### src/fixed_prefix_code_decoder_macros.svh
// Assertion helpers for the prefix code decoder.
`ifndef FIXED_PREFIX_CODE_DECODER_MACROS_SVH
`define FIXED_PREFIX_CODE_DECODER_MACROS_SVH

// Same-cycle implication, disabled while in reset.
`define FPCD_ASSERT_NOW(lbl, ante, cons, msg) \
  lbl: assert property (@(posedge clk) disable iff (!rst_n) (ante) |-> (cons)) else $error(msg);

// Next-cycle implication, disabled while in reset.
`define FPCD_ASSERT_NEXT(lbl, ante, cons, msg) \
  lbl: assert property (@(posedge clk) disable iff (!rst_n) (ante) |=> (cons)) else $error(msg);

`endif

### src/fpcd_pkg.sv
`default_nettype none
package fpcd_pkg;

  typedef struct packed {
    logic [7:0] data_byte;
    logic       field_start;
    logic [2:0] pad_bits;
    logic       last_byte;
  } fpcd_in_t;

  typedef struct packed {
    logic [6:0] symbol;
    logic       is_symbol;
    logic       end_of_field;
    logic       cut_short;
  } fpcd_out_t;

  typedef struct packed {
    logic       leaf;
    logic [3:0] node;
    logic [6:0] sym;
  } fpcd_step_t;

  localparam int unsigned MaxResults = 3;

  // Internal nodes of the code tree, named by the path from the root.
  localparam logic [3:0] ND_ROOT   = 4'd0;
  localparam logic [3:0] ND_0      = 4'd1;
  localparam logic [3:0] ND_1      = 4'd2;
  localparam logic [3:0] ND_00     = 4'd3;
  localparam logic [3:0] ND_01     = 4'd4;
  localparam logic [3:0] ND_10     = 4'd5;
  localparam logic [3:0] ND_11     = 4'd6;
  localparam logic [3:0] ND_011    = 4'd7;
  localparam logic [3:0] ND_110    = 4'd8;
  localparam logic [3:0] ND_111    = 4'd9;
  localparam logic [3:0] ND_0111   = 4'd10;
  localparam logic [3:0] ND_1110   = 4'd11;
  localparam logic [3:0] ND_01111  = 4'd12;
  localparam logic [3:0] ND_011110 = 4'd13;

  // ASCII codes of the symbols
  localparam logic [6:0] CH_0     = 7'h30;
  localparam logic [6:0] CH_1     = 7'h31;
  localparam logic [6:0] CH_2     = 7'h32;
  localparam logic [6:0] CH_3     = 7'h33;
  localparam logic [6:0] CH_4     = 7'h34;
  localparam logic [6:0] CH_5     = 7'h35;
  localparam logic [6:0] CH_6     = 7'h36;
  localparam logic [6:0] CH_7     = 7'h37;
  localparam logic [6:0] CH_8     = 7'h38;
  localparam logic [6:0] CH_9     = 7'h39;
  localparam logic [6:0] CH_LPAR  = 7'h28;
  localparam logic [6:0] CH_RPAR  = 7'h29;
  localparam logic [6:0] CH_STAR  = 7'h2A;
  localparam logic [6:0] CH_PLUS  = 7'h2B;
  localparam logic [6:0] CH_A     = 7'h61;
  localparam logic [6:0] CH_NONE  = 7'h00;

  function automatic fpcd_step_t fpcd_leaf(input logic [6:0] s);
    fpcd_step_t r;
    r.leaf = 1'b1;
    r.node = ND_ROOT;
    r.sym  = s;
    return r;
  endfunction

  function automatic fpcd_step_t fpcd_inner(input logic [3:0] n);
    fpcd_step_t r;
    r.leaf = 1'b0;
    r.node = n;
    r.sym  = CH_NONE;
    return r;
  endfunction

  // One edge of the code tree. Unused node codes behave as the root.
  function automatic fpcd_step_t fpcd_step(input logic [3:0] node, input logic b);
    fpcd_step_t r;
    case (node)
      ND_0:      r = b ? fpcd_inner(ND_01)    : fpcd_inner(ND_00);
      ND_1:      r = b ? fpcd_inner(ND_11)    : fpcd_inner(ND_10);
      ND_00:     r = b ? fpcd_leaf(CH_1)      : fpcd_leaf(CH_2);
      ND_01:     r = b ? fpcd_inner(ND_011)   : fpcd_leaf(CH_PLUS);
      ND_10:     r = b ? fpcd_leaf(CH_A)      : fpcd_leaf(CH_STAR);
      ND_11:     r = b ? fpcd_inner(ND_111)   : fpcd_inner(ND_110);
      ND_011:    r = b ? fpcd_inner(ND_0111)  : fpcd_leaf(CH_6);
      ND_110:    r = b ? fpcd_leaf(CH_4)      : fpcd_leaf(CH_5);
      ND_111:    r = b ? fpcd_leaf(CH_3)      : fpcd_inner(ND_1110);
      ND_0111:   r = b ? fpcd_inner(ND_01111) : fpcd_leaf(CH_9);
      ND_1110:   r = b ? fpcd_leaf(CH_8)      : fpcd_leaf(CH_7);
      ND_01111:  r = b ? fpcd_leaf(CH_0)      : fpcd_inner(ND_011110);
      ND_011110: r = b ? fpcd_leaf(CH_RPAR)   : fpcd_leaf(CH_LPAR);
      default:   r = b ? fpcd_inner(ND_1)     : fpcd_inner(ND_0);
    endcase
    return r;
  endfunction

endpackage
`default_nettype wire

### src/fixed_prefix_code_decoder.sv
// Fixed prefix code decoder: takes a bit-packed field one byte per request,
// MSB first, with leading pad bits skipped on the field's first byte, and
// returns one result request per decoded ASCII symbol (digits, ( ) + * a).
// The final byte's last result carries end_of_field, and cut_short when the
// field stopped inside a code; a final byte that completes no code gives a
// lone result with is_symbol low. A byte is registered on entry, walked
// through the code tree combinationally (all eight bits), and its up to
// three results land in a small result buffer that drains one per cycle
// while out_ready is high; a result passes the input register, then the buffer.
// A byte that yields zero or one result is taken every cycle while out_ready
// is high; one with more holds the input, so the output port sets throughput.
`default_nettype none
module fixed_prefix_code_decoder (
  input  wire logic               clk,
  input  wire logic               rst_n,
  input  wire logic               in_valid,
  output logic                    in_ready,
  input  wire fpcd_pkg::fpcd_in_t in_data,
  output logic                    out_valid,
  input  wire logic               out_ready,
  output fpcd_pkg::fpcd_out_t     out_data
);
  import fpcd_pkg::*;
  `include "fixed_prefix_code_decoder_macros.svh"

  // input register
  logic       in_v_r, in_v_nxt;
  fpcd_in_t   in_r;

  // code tree position carried across bytes
  logic [3:0] tree_pos_r, tree_pos_nxt;

  // result buffer; entry 0 is at the output
  fpcd_out_t  res_r [MaxResults];
  logic [1:0] cnt_r, cnt_nxt;

  // one-pass decode of the registered byte
  fpcd_out_t  res_w [MaxResults];
  logic [1:0] cnt_w;
  logic [3:0] pos_end_w;

  logic       buf_free;
  logic       load;
  logic       out_take;

  assign out_take  = out_valid && out_ready;
  assign buf_free  = (cnt_r == 2'd0) || ((cnt_r == 2'd1) && out_ready);
  assign load      = in_v_r && buf_free;
  assign in_ready  = !in_v_r || load;
  assign out_valid = (cnt_r != 2'd0);
  assign out_data  = res_r[0];

  // Tree walk: eight dependent steps on a 4-bit node.
  always_comb begin
    logic [3:0] pos;
    logic [2:0] first;
    fpcd_step_t st;
    logic       cut;
    pos   = (in_r.field_start || tree_pos_r > ND_011110) ? ND_ROOT : tree_pos_r;
    first = in_r.field_start ? in_r.pad_bits : 3'd0;
    cnt_w = 2'd0;
    cut   = 1'b0;
    st    = '0;
    for (int k = 0; k < MaxResults; k++) begin
      res_w[k] = '0;
    end
    for (int i = 0; i < 8; i++) begin
      if (3'(i) >= first) begin
        st = fpcd_step(pos, in_r.data_byte[3'(7 - i)]);
        if (st.leaf) begin
          if (cnt_w != 2'd3) begin
            res_w[cnt_w].symbol    = st.sym;
            res_w[cnt_w].is_symbol = 1'b1;
            cnt_w                  = cnt_w + 2'd1;
          end
          pos = ND_ROOT;
        end else begin
          pos = st.node;
        end
      end
    end
    if (in_r.last_byte) begin
      cut = (pos != ND_ROOT);
      if (cnt_w == 2'd0) begin
        res_w[0].end_of_field = 1'b1;
        res_w[0].cut_short    = cut;
        cnt_w                 = 2'd1;
      end else begin
        res_w[cnt_w - 2'd1].end_of_field = 1'b1;
        res_w[cnt_w - 2'd1].cut_short    = cut;
      end
      pos = ND_ROOT;
    end
    pos_end_w = pos;
  end

  always_comb begin
    in_v_nxt     = in_v_r;
    cnt_nxt      = cnt_r;
    tree_pos_nxt = tree_pos_r;
    if (in_valid && in_ready) begin
      in_v_nxt = 1'b1;
    end else if (load) begin
      in_v_nxt = 1'b0;
    end
    if (load) begin
      cnt_nxt      = cnt_w;
      tree_pos_nxt = pos_end_w;
    end else if (out_take) begin
      cnt_nxt = cnt_r - 2'd1;
    end
  end

  always_ff @(posedge clk) begin
    if (!rst_n) begin
      in_v_r     <= 1'b0;
      cnt_r      <= 2'd0;
      tree_pos_r <= ND_ROOT;
    end else begin
      in_v_r     <= in_v_nxt;
      cnt_r      <= cnt_nxt;
      tree_pos_r <= tree_pos_nxt;
    end
  end

  // payload registers
  always_ff @(posedge clk) begin
    if (in_valid && in_ready) begin
      in_r <= in_data;
    end
    if (load) begin
      for (int k = 0; k < MaxResults; k++) begin
        res_r[k] <= res_w[k];
      end
    end else if (out_take) begin
      for (int k = 0; k < MaxResults - 1; k++) begin
        res_r[k] <= res_r[k + 1];
      end
    end
  end

  `FPCD_ASSERT_NEXT(a_last_to_root, load && in_r.last_byte, tree_pos_r == ND_ROOT,
    "tree position not at root after final byte")
  `FPCD_ASSERT_NEXT(a_last_has_result, load && in_r.last_byte, cnt_r != 2'd0,
    "final byte produced no result")
  `FPCD_ASSERT_NOW(a_eof_is_final, out_valid && out_data.end_of_field, cnt_r == 2'd1,
    "end of field not on last buffered result")
  `FPCD_ASSERT_NOW(a_cut_needs_eof, out_valid && out_data.cut_short, out_data.end_of_field,
    "cut_short without end_of_field")

endmodule
`default_nettype wire

### config.mk
export PLATFORM = sky130hd
export DESIGN_NAME = fixed_prefix_code_decoder
export DESIGN_NICKNAME = d
export VERILOG_FILES = /design/src/fpcd_pkg.sv /design/src/fixed_prefix_code_decoder.sv
export VERILOG_INCLUDE_DIRS = /design/src /design/src/src
export SDC_FILE = /design/constraint.sdc
export NUM_CORES = 1
export LEC_CHECK = 0
export ABC_AREA = 1
export BUFFER_PORTS_ARGS = -buffer_cell sky130_fd_sc_hd__buf_4
export CAP_MARGIN = 10
export CORE_UTILIZATION = 45
export DETAILED_ROUTE_END_ITERATION = 12
export GPL_ROUTABILITY_DRIVEN = 0
export PLACE_DENSITY = 0.62
export SLEW_MARGIN = 0
export SYNTH_ARGS = -nofsm -noshare
export SYNTH_HDL_FRONTEND = slang
export SYNTH_SLANG_ARGS = --single-unit
### constraint.sdc
create_clock -name clk -period 8.34 [get_ports clk]
set_input_delay 1.251 -clock clk [delete_from_list [all_inputs] [get_ports clk]]
set_output_delay 1.251 -clock clk [all_outputs]
set_load 0.02 [all_outputs]
==> results of run 1 <==
stage by stage:
| step | setup WS, ps | hold slack, ps | total power, mW | cell area (um^2) |
|---|---|---|---|---|
| floorplan | 5240 | 443.8 | 0.5940 | 2699 |
| global placement | 4086 | 453.6 | 0.6522 | 2875 |
| detailed placement | 4052 | 460.4 | 0.6561 | 2875 |
| CTS | 4361 | 472.6 | 0.7879 | 2960 |
| global route | 4059 | 513.9 | 0.8381 | 2960 |
| finish | 4424 | 471.8 | 0.7833 | 2960 |
critical path, delay by kind of cell:
| kind | cells | cell delay (ps) |
|---|---|---|
| simple gates | 2 | 1330 |
| buf+inv | 3 | 1040 |
| compound gates | 2 | 400 |
power by group through the flow:
stage	clock, mW	sequential (mW)	combinational, mW
after floorplan	0	0.361	0.233
after global placement	0	0.366	0.286
after detailed placement	0	0.367	0.289
after CTS	0.136	0.362	0.290
after global routing	0.146	0.369	0.323
final	0.134	0.362	0.288
cells in the mapped netlist:
library cell	number
o2111ai_1	1
ha_1	4
o21ai_0	16
o211ai_1	4
nor2_4	1
nor2_1	27
edfxtp_1	39
nor4_1	3
a21oi_1	16
nand3_4	1
nand3_1	17
nor3_1	7
nand2_1	76
o21ai_1	9
o31ai_1	3
a22oi_1	1
nand4_4	1
a31oi_1	2
inv_2	9
nor2_2	3
nand2_2	9
a21oi_4	1
inv_1	38
nand2_4	1
buf_4	11
nand3_2	3
clkbuf_1	3
o22ai_1	4
o21a_1	2
nand4_1	4
dfxtp_1	7
clkinv_1	2
sequential cells by signal (all words and copies together), names as in the netlist:
register and cells:
in_v_r 1, in_r 9, res_r 30, tree_pos_r 4
cnt_r 2
routing by layer:
layer / vias to the layer above / part of all wire
li1: 1117 / -
met3: 13 / 0.029
met4: 0 / 0.026
met1: 946 / 0.50
met2: 37 / 0.44
met5: - / 0
area by class of cell:
class                      instances  area (um^2)  share of cell area
clock buffer                       5        68.82             0.02325
clock inverter                     3        16.27            0.005495
inverter                          49        183.9             0.06213
multi-input combinational        216         1110              0.3749
sequential                        46         1311              0.4429
tap                               72        90.09             0.03043
timing repair buffer              24        180.2             0.06086
worst min path at each step:
stage	end	depth (start not counted)
2_1_floorplan	cnt_r[1]	2
3_3_place_gp	cnt_r[1]	2
3_5_place_dp	cnt_r[1]	2
4_1_cts	cnt_r[1]	2
5_1_grt	cnt_r[1]	2
6_report	cnt_r[1]	2
cells by family (layout without fill, tap and decap cells):
logic type                 after synthesis  after routing  synth area share
AOI/OAI and AO/OA                       59             59            0.1270
and+or+nand+nor                        153            153            0.2656
adders and majority gates                4              4           0.01855
buffers and inverters                   63             81            0.1029
DFF                                     46             46            0.4859
==> results.txt, run 1 <==
The portion of the post-synthesis area used by sequential elements is 0.4859, and the total number of H-tree levels is 2. Type of the worst min-delay path: flop to flop. The number of top-level pins is 29, and the DRC violations left is 0.

The post-detailed-route count of antenna-violating nets was 0; the total clock buffers created by CTS was 5. The actual slew at the worst max-slew pin was 1045 ps. The horizontal die dimension was 79.45 um. The accumulated negative setup slack is 0 ps. The slowest stage of the critical path is the nor2_1 cell. The hold path startpoint is cnt_r[1].

For this run, the detailed router's first-pass iteration total came to 4. For this block, the via count after detailed routing is 2113. In the final design database the tool counted 363 nets. At the worst endpoint, the arrival time is 4050 ps.

The run gives 0.2925 mW as the switching component of the power. The fraction of power spent switching nets was 0.3735. The Yosys step of the flow raised 0 warnings. Across the VDD grid, the largest voltage drop is 0.1123 mV. For the buffer depth of the longest clock path, the log shows 2. The run finished with clean final reports.

For this run, the top clock speed supported by timing is 0.2554 GHz. Number of nets produced by synthesis: 346. For the non-filler instance count after layout, the log shows 415. The internal power is 0.4907 mW. Buffers inserted to repair hold after CTS numbered 0. Setup violations remaining at the end of the flow were counted as 0. The number of cell instances on the worst register-to-register path was 8; the share of total power in the clock network was 0.170. The run gives 0 as the final hold violation count. For the area enclosed by the die boundary, the log shows 6312 um^2. Once placement completed, the tool counted placed cells totaling 407. After floorplanning, the core was sized to cover 5642 um^2.

The wire length of the first global-routing pass is 9018 um, and the post-synthesis instance area is 2699 um^2. The total of fill cells in the finished design is 552. The wire length per cell works out to 12.73 um.

The share of the clock period used by the worst path after layout is 0.4695, and the half-perimeter wire length of the detailed placement result is 4003 um. The startpoint of the worst-slack reg-to-reg timing path is cnt_r[0]. The cell at the root of the clock tree was clkbuf_8. The classification of the worst setup path was input port to flop. The count of buffers from port buffering came out at 24. In the routed layout, each cell is associated on average with a via count of 5.092.

The fraction of power consumed by combinational cells was 0.368; the fraction of layout cells with a size suffix above 1 was 0.1749. The global routing met3 resource utilization came out at 0.03771. The number of antenna violations at the first check in global routing was 0; the number of buffers inserted by post-CTS setup repair was 0. The source of the critical timing path was out_ready.

The worst path in the final design needs a cycle of 3916 ps, including I/O delays and setup. After clock tree synthesis, the repair step resized 0 gates. The setup slack on the worst flop-to-flop path is 4850 ps, and the number of maximum-capacitance violations is 0. The repair_antennas step left the layout with diodes totalling 0. The logs give 32 for the unique cell type count in the Yosys netlist and 0.5247 for the final core utilization.

In the layout the commonest cells are nand2_1 (76), edfxtp_1 (39), inv_1 (38). After global routing, the most crowded layer is met2. The reg-to-reg endpoint was res_r[0][15]. The floorplan has 27 rows. The clock transition at the registers of the reported paths is 80 ps. The source-to-sink clock delay at the later pin of the worst-skew pair was 310 ps; the required time of the critical path was 8470 ps. The pin count of the biggest net entering global routing was 23.

For the met2 capacity usage during global routing, the log shows 0.2966. The power density over the cells came out at 264.6 nW/um^2. The count of final max-slew check failures was 0.

Following the worst setup path forward leads to its endpoint at res_r[0][15]. From bottom edge to top edge, the die measures 79.45 um. The logs give 1953 for the number of global-route vias before repair and 1.289 nW for the leakage power of the design. Global routing finished with a remaining overflow of 0. The share of the synthesized area in the top cell type is 0.4339. The total number of clock tree sinks is 46, and the area growth from synthesis to final layout is 9.689%. Starting density of the core: 0.4784. In this run the worst path has a maximum fanout of 22.

The fraction of met1 tracks used by global routing is 0.2462. Synthesized flop and latch total: 46. edfxtp_1 takes more of the synthesized area than any other cell.

Walking the worst path, the cells encountered are buf_4 > a21oi_1 > nor2_1 > clkinv_1 > nand2_1 > inv_1 > o31ai_1. The run gives 0.1863 as the overall track demand over capacity in global routing. Wires add up to 5282 um. Across the routed clock network, the largest skew measured is 8.296 ps.

After the first detailed-routing iteration, the DRC count stood at 137. The kind of start point of the critical path is an input port. The kind of end point of the critical path was a flop. Setup repair after global routing left no endpoint under its margin. The max-slew headroom at the worst pin is 0.3005, and the synthesized area divided by synthesized cell count is 8.304 um^2. The longest individual stage delay on the worst path works out to 790 ps. The library cell used most frequently in the layout, excluding fill and tap cells, is nand2_1. TritonCTS built the clock tree. The logs give 325 for the count of mapped cells out of synthesis and 0.462 for the sequential group share of total power. Sorting the synthesized cells by area gives the leading types as edfxtp_1 (43%), nand2_1 (11%), inv_1 (5.3%).
Power figures use the tool's default switching activity.
==> run 2, diff against run 1 <==
clock period = 3.82 ns   (was 8.34 ns; I/O delays follow)
==> results.txt, run 2 (same netlist as run 1, synthesis figures left out) <==
The via count normalized by instance count is 5.017 (-1.5%), and the detailed-router iteration count before antenna repair is 4 (unchanged). The count of buffers from port buffering was 24 (unchanged); the standard cell core area was 5642 um^2 (unchanged). By startpoint and endpoint, the worst setup path is classified as flop to flop.

The max-slew headroom at the worst pin is 0.3005 (about the same), and the number of global-route vias before repair is 1911 (-2.2%). The logs give 364 (+0.28%) for the number of nets in the final layout and 0.4784 (unchanged) for the starting density of the core. Kind of end point of the critical path: a flop.

The count of cells resized by post-cts repair came out at 0 (unchanged). Based on the critical path, the design can be clocked at up to 0.3073 GHz. For the antenna diode count, the log shows 0 (unchanged). The maximum resistive drop on vdd was 0.2830 mV (+150%); the final setup violation count was 0 (unchanged). The half-perimeter wire length of the detailed placement result came out at 3957 um (-1.1%).

The switching component of the power was 0.6355 mW (+120%). The logs give 23 (unchanged) for the pin count of the biggest net entering global routing and 2993 um^2 (+1.1%) for the final non-filler cell area. The buffer and inverter count on the worst path was 5 (+2). The tools report the number of maximum-capacitance violations as 0 (unchanged). The cell area after placement is 2883 um^2 (+0.26%), and the post-detailed-route count of antenna-violating nets is 0 (unchanged).

The final hold violation count is 0 (unchanged). The accumulated negative setup slack is 0 ps (unchanged), and the wire length of the first global-routing pass is 8666 um (-3.9%). The actual slew at the worst max-slew pin works out to 1045 ps (+0.07173 ps). The minimum clock period came out at 3254 ps. TritonCTS built the clock tree. The clock skew after layout was 9.436 ps (+1.140 ps); the DRC violation total after the first TritonRoute iteration was 152 (+11%).

The total of fill cells in the finished design is 545 (-1.3%), and the clock transition at the registers of the reported paths is 80 ps (about the same). The share of the clock period used by the worst path after layout is 0.8520, and the non-filler instance count after layout is 416 (+0.24%). The number of cells on the worst hold path is 1 (-1), and the post-layout total power is 1.781 mW (+130%). The largest registers in the layout are res_r: 30 flops, in_r: 9 flops, tree_pos_r: 4 flops. Total clock buffers created by CTS: 5 (unchanged). The biggest fanout along the worst timing path was 7 (-68%); the fraction of power consumed by combinational cells was 0.356 (-0.012). The DRC violations left is 0 (unchanged).

For the data arrival at the endpoint of the critical path, the log shows 3320 ps (-730 ps). The slowest stage of the critical path is the edfxtp_1 cell. The number of antenna violations at the first check in global routing was 0 (unchanged). Setup repair after global routing left no endpoint under its margin. Source-to-sink clock delay at the later pin of the worst-skew pair: 300 ps (about the same).

The flow ran to the end, and the final reports show no timing, DRC or antenna violations. The sequential group share of total power was 0.443 (-0.019). The internal power was 1.146 mW (+130%); the hold slack was 445.0 ps (-26.82 ps). Category of cells accounting for the largest share of critical-path delay: simple AND/OR/NAND/NOR gates.

The cell at the root of the clock tree was clkbuf_8. The most flop-heavy register was res_r. The worst setup path is launched from a flop. The area enclosed by the die boundary was 6312 um^2 (unchanged). For the total wirelength of the detailed-routed design, the log shows 5149 um (-2.5%). Commonest non-fill, non-tap cell in the layout: nand2_1.

The type of the worst min-delay path was input port to flop. The tools report the number of buffers inserted by post-CTS setup repair as 0 (unchanged). The number of cell instances on the worst register-to-register path is 19 (+11). The horizontal die dimension is 79.45 um (unchanged), and the share of total power in the clock network is 0.201 (+0.031). The buffer depth of the longest clock path is 2 (unchanged). The tools report the number of cells after detailed placement as 408 (+0.25%). Most used cell along the critical path: inv_1.

The power density over the cells was 595.2 nW/um^2 (+120%). The run gives 29 (unchanged) as the number of top-level pins. The flip-flop count of the largest register, all copies and words added works out to 30 (unchanged). The longest individual stage delay on the worst path was 490 ps (-300 ps); the total number of clock tree sinks was 46 (unchanged). Traced cell by cell, the critical path runs through inv_1 > o21ai_0 > inv_1 > nand2_1 > o22ai_1 > nand3_1 > o21ai_0 > inv_1 > ha_1 > nand2_1 > nor2_1 > nand2_2 > inv_2 > nor2_4 > inv_2 > nor2_2 > nand2_2 > o2111ai_1 > o21a_1. The fraction of layout cells with a size suffix above 1 is 0.1773 (+0.002398).

The area growth from synthesis to final layout was 10.89%; the fraction of power spent switching nets was 0.3567 (-0.01677). The run gives 0 (unchanged) as the number of hold buffers added after CTS. The setup slack on the worst flop-to-flop path came out at 570 ps (-4280 ps). Leakage power of the design: 1.303 nW (+1.1%). The tools report the number of standard-cell rows in the floorplan as 27 (unchanged). The top cell types in the final layout, fill and taps aside, are nand2_1 (76), edfxtp_1 (39), inv_1 (38).

Global route total overflow: 0 (unchanged). The count of final max-slew check failures is 0 (unchanged), and the via count is 2087 (-1.2%). The overall track demand over capacity in global routing was 0.1794 (-0.006942); the height of the die was 79.45 um (unchanged). The wire length per cell was 12.38 um (-2.8%). The required time of the critical path was 3880 ps (-4590 ps); the total number of H-tree levels was 2 (unchanged). The logic depth of the worst setup path including buffers came out at 19 (+12).
[run 2: worst paths after layout]
kind,to,start
setup / recovery,res_r[0][8],in_r[4]
hold / removal,in_r[0],in_data[0]
setup reg to reg,res_r[0][8],in_r[4]
hold reg to reg,cnt_r[1],cnt_r[1]
[run 2: power groups by stage]
stage	combinational (mW)	clock (mW)	sequential [mW]
2_1_floorplan	0.509	0	0.788
3_5_place_dp	0.635	0	0.802
3_3_place_gp	0.630	0	0.799
5_1_grt	0.714	0.386	0.805
4_1_cts	0.636	0.369	0.791
6_report	0.634	0.358	0.790
[run 2: through the flow]
step           setup WS, ps  utilization
6_report              565.5       0.5305
5_1_grt               125.8       0.5305
4_1_cts               594.8       0.5305
3_5_place_dp          579.8       0.5110
3_3_place_gp          573.4       0.5110
2_1_floorplan          1062            -
[run 2: area by class of cell]
type | count | area, um^2 | area share
Clock buffer | 6 | 72.57 | 0.02425
Clock inverter | 2 | 37.54 | 0.01254
Inverter | 49 | 183.9 | 0.06145
Multi-Input combinational cell | 216 | 1110 | 0.3708
Sequential cell | 46 | 1311 | 0.4381
Tap cell | 72 | 90.09 | 0.03010
Timing Repair Buffer | 25 | 187.7 | 0.06271
[run 2: worst register-to-register path, cell delays in order (launching register included)]
cell and delay, ps:
edfxtp_1 490, inv_1 80, o21ai_0 150, inv_1 110, nand2_1 110, o22ai_1 120
nand3_1 100, o21ai_0 130, inv_1 80, ha_1 310, nand2_1 110, nor2_1 280
nand2_2 140, inv_2 130, nor2_4 70, inv_2 60, nor2_2 50, nand2_2 140
o2111ai_1 200, o21a_1 160
[run 2: layer usage]
| metal | up-vias | track usage | share of wire |
|---|---|---|---|
| met2 | 48 | 0.2769 | 0.44 |
| met5 | - | 0 | 0 |
| met3 | 7 | 0.03543 | 0.047 |
| met4 | 0 | 0.06909 | 0.013 |
| met1 | 911 | 0.2469 | 0.50 |
| li1 | 1121 | - | - |
==> run 3, diff against run 2 <==
ABC_AREA = not set   (was 1)
CELL_PAD_IN_SITES_DETAIL_PLACEMENT = 0   (was not set)
CELL_PAD_IN_SITES_GLOBAL_PLACEMENT = 1   (was not set)
CTS_BUF_LIST = sky130_fd_sc_hd__clkbuf_4 sky130_fd_sc_hd__clkbuf_8 sky130_fd_sc_hd__clkbuf_16   (was not set)
PLACE_DENSITY = 0.77   (was 0.62)
==> results.txt, run 3 <==
The number of top-level pins was 29 (unchanged). Share of async-settable or async-resettable flops after synthesis: 0 (unchanged). The antenna diode count came out at 0 (unchanged). The number of antenna violations at the first check in global routing came out at 0 (unchanged). The synthesized area divided by synthesized cell count is 9.480 um^2 (+14%), and the data arrival at the endpoint of the critical path is 2970 ps (-350 ps).

The tools report the number of nets in the final layout as 332 (-8.8%). More flip-flops sit in one register than any other, and that register is res_r. The count of cells resized by post-cts repair was 0 (unchanged); the count of final max-slew check failures was 0 (unchanged). The minimum clock period came out at 2900 ps (-354.6 ps). The run finished with clean final reports. The starting density of the core came out at 0.4771 (-0.001291).

The leakage power of the design came out at 1.139 nW (-13%). Ranked by total cell area, the synthesized netlist is headed by edfxtp_1 (41%), dfxtp_1 (4.8%), nor2_1 (4.3%). The post-synthesis instance area is 2892 um^2 (+7.1%). The kind of end point of the critical path was a flop. The number of standard-cell rows in the floorplan was 28 (+3.7%); the global route total overflow was 0 (unchanged). Type of the worst min-delay path: input port to flop. Power density over the cells: 603.1 nW/um^2 (+1.3%). The via count normalized by instance count was 5.930 (+18%); the area of the multi-input gates was 1366 um^2 (+23%). The detailed-router iteration count before antenna repair is 5 (+1), and the share of the clock period used by the worst path after layout is 0.7591 (-0.09281). For the number of buffers inserted by post-CTS setup repair, the log shows 0 (unchanged). The endpoint identified for the worst register-to-register timing path is res_r[0][11]. The count of flip-flops with a built-in enable after synthesis is 39 (unchanged). The maximum frequency from static timing analysis was 0.3448 GHz (+12%); the DRC violations left was 0 (unchanged). In the synthesized netlist the dominant register cell turns out to be edfxtp_1. The run gives 0 (unchanged) as the number of hold buffers added after CTS. The number of cells after detailed placement is 379 (-7.1%).

The setup slack on the worst flop-to-flop path was 920 ps (+350 ps). The portion of the post-synthesis area used by sequential elements was 0.4535 (-0.03238); the post-detailed-route count of antenna-violating nets was 0 (unchanged). The tools report the final hold violation count as 0 (unchanged).

The final core utilization was 0.5138 (-0.01666). TritonCTS built the clock tree. By startpoint and endpoint, the worst setup path is classified as flop to flop. The number of nets produced by synthesis is 326 (-5.8%), and the overall track demand over capacity in global routing is 0.2140 (+0.03466).

The wire length of the first global-routing pass was 10640 um (+23%). The source-to-sink clock delay at the later pin of the worst-skew pair is 300 ps (about the same). The tools report the half-perimeter wire length of the detailed placement result as 4673 um (+18%). The largest registers in the layout are res_r: 30 flops, in_r: 9 flops, tree_pos_r: 4 flops.

The share of the synthesized area in the top cell type was 0.4050 (-0.02892). STA classifies the critical path startpoint as a flop. The tools report the total number of H-tree levels as 2 (unchanged). The terminating pin of the worst hold path is in_r[5].

The maximum resistive drop on vdd is 0.3516 mV (+24%), and the max-slew headroom at the worst pin is 0.4981 (+0.1976). The run gives 305 (-6.2%) as the count of mapped cells out of synthesis. The buffer depth of the longest clock path was 2 (unchanged); the clock transition at the registers of the reported paths was 90 ps (about the same). For the unique cell type count in the Yosys netlist, the log shows 60 (+88%). The height of the die was 82.16 um (+3.4%).

In the layout the commonest cells are edfxtp_1 (39), nor2_1 (33), nand2_1 (28). The total wirelength of the detailed-routed design is 6487 um (+26%), and the number of cell instances on the worst register-to-register path is 13 (-6). The area growth from synthesis to layout is 7.702%.

The biggest fanout along the worst timing path is 6 (-1). Setup repair after global routing left no endpoint under its margin. For the total clock buffers created by CTS, the log shows 5 (unchanged). The count of buffers from port buffering works out to 24 (unchanged). The via count was 2295 (+10%). The run gives 588 (+7.9%) as the total of fill cells in the finished design. The tools report the accumulated negative setup slack as 0 ps (unchanged). Sorting the synthesized cells by how often they occur yields edfxtp_1 (39), nor2_1 (33), nand2_1 (28), a21oi_1 (24), o21ai_0 (17). For the clock skew after layout, the log shows 6.764 ps (-2.672 ps). The cell at the root of the clock tree was clkbuf_8. Hold path startpoint: in_data[5].

Worst setup slack before clock tree synthesis: 949.9 ps (+370.1 ps). The worst setup slack after layout came out at 920.1 ps (+354.6 ps). The footprint of the flip-flops and latches is 1311 um^2 (unchanged), and the number of maximum-capacitance violations is 0 (unchanged). The pin count of the biggest net entering global routing came out at 21 (-8.7%).

DRC violation total after the first TritonRoute iteration: 203 (+34%). The number of warnings issued by yosys was 0 (unchanged); the standard cell core area was 6061 um^2 (+7.4%). The post-layout total power is 1.878 mW (+5.4%), and the non-filler instance count after layout is 387 (-7.0%).

The tools report the total number of clock tree sinks as 46 (unchanged). The flip-flop count of the largest register, all copies and words added came out at 30 (unchanged). The fraction of layout cells with a size suffix above 1 was 0.1667 (-0.01066). The post-synthesis cell type with the largest combined area was edfxtp_1.

The tools report the final setup violation count as 0 (unchanged). Horizontal die dimension: 82.16 um (+3.4%). The number of cells on the worst hold path works out to 1 (unchanged). The required time of the critical path is 3890 ps (about the same). The synthesized flop and latch total was 46 (unchanged).

The number of global-route vias before repair came out at 2037 (+6.6%). The tools report the area enclosed by the die boundary as 6750 um^2 (+7.0%). The commonest non-fill, non-tap cell in the layout was edfxtp_1. The most repeated cell in the gate-level netlist after synthesis is edfxtp_1. The wire length per cell is 16.76 um (+35%). Startpoint of the worst-slack reg-to-reg timing path: tree_pos_r[1]. The actual slew at the worst max-slew pin is 752.0 ps (-293.4 ps).
run 3: cell types whose count changed in the layout (fill, tap and decap cells not counted), moves of 6 or more:
cell / previous run / this run
nor2b_1: 0 / 10
and2_1: 0 / 6
nand2b_1: 0 / 6
inv_1: 38 / 8
nand2_2: 9 / 0
nor2_1: 27 / 33
a21oi_1: 16 / 24
inv_2: 9 / 0
nand2_1: 76 / 28
run 3: metrics by stage:
step	instance area, um^2	hold slack, ps
floorplan	2892	465.7
global placement	3000	487.2
detailed placement	3000	492.7
CTS	3114	432.4
global route	3114	424.7
finish	3114	438.4
run 3: final cells by class:
class,instances,share of cell area
clock buffers,6,0.02451
clock inverters,2,0.01205
inverters,9,0.01085
multi-input cells,223,0.4387
flip-flops and latches,46,0.4211
well taps,75,0.03013
repair buffers,26,0.06268
run 3: layer usage:
metal | track usage | vias up | wire (um)
met4 | 0.09298 | 0 | 229
li1 | - | 1134 | -
met3 | 0.04066 | 18 | 324
met5 | 0 | - | 0
met2 | 0.3306 | 82 | 2979
met1 | 0.2913 | 1061 | 2953
run 3: power breakdown:
| group | total (mW) | switching, mW | leakage [nW] | internal (mW) |
|---|---|---|---|---|
| logic | 0.684 | 0.434 | 0.649 | 0.251 |
| clock network | 0.377 | 0.175 | 0.0548 | 0.203 |
| registers | 0.817 | 0.0787 | 0.436 | 0.738 |
| total | 1.88 | 0.687 | 1.14 | 1.19 |
run 3: worst max-delay path, stage by stage, from the launching register on:
cell and delay (ps):
dfxtp_1 350, nand2b_1 170, nor2_1 100, a21oi_1 50
nor2_1 130, nor2_1 70, or2_2 270, ha_1 360
nor2b_1 170, and2_1 180, mux2_2 340, nor2_1 100
a21oi_1 90, a32o_1 280
run 3: cell families after synthesis:
group	synth area share
multiplexers	0.003894
AND/OR/NAND/NOR	0.2099
XOR/XNOR	0.006059
buffers and inverters	0.07399
AO/OA/AOI/OAI	0.2354
flip-flops	0.4535
adder cells (fa/ha/maj)	0.01731
run 3: worst max-delay path by stage:
stage               slack (ps)  depth (start not counted)     startpoint           end
detailed placement         950                         13  tree_pos_r[1]  res_r[0][11]
global route               660                         12  tree_pos_r[1]   res_r[0][2]
CTS                        940                         13  tree_pos_r[1]  res_r[0][11]
finish                     920                         13  tree_pos_r[1]  res_r[0][11]
global placement           990                         13  tree_pos_r[1]  res_r[0][11]
floorplan                 1190                         13  tree_pos_r[1]  res_r[0][11]
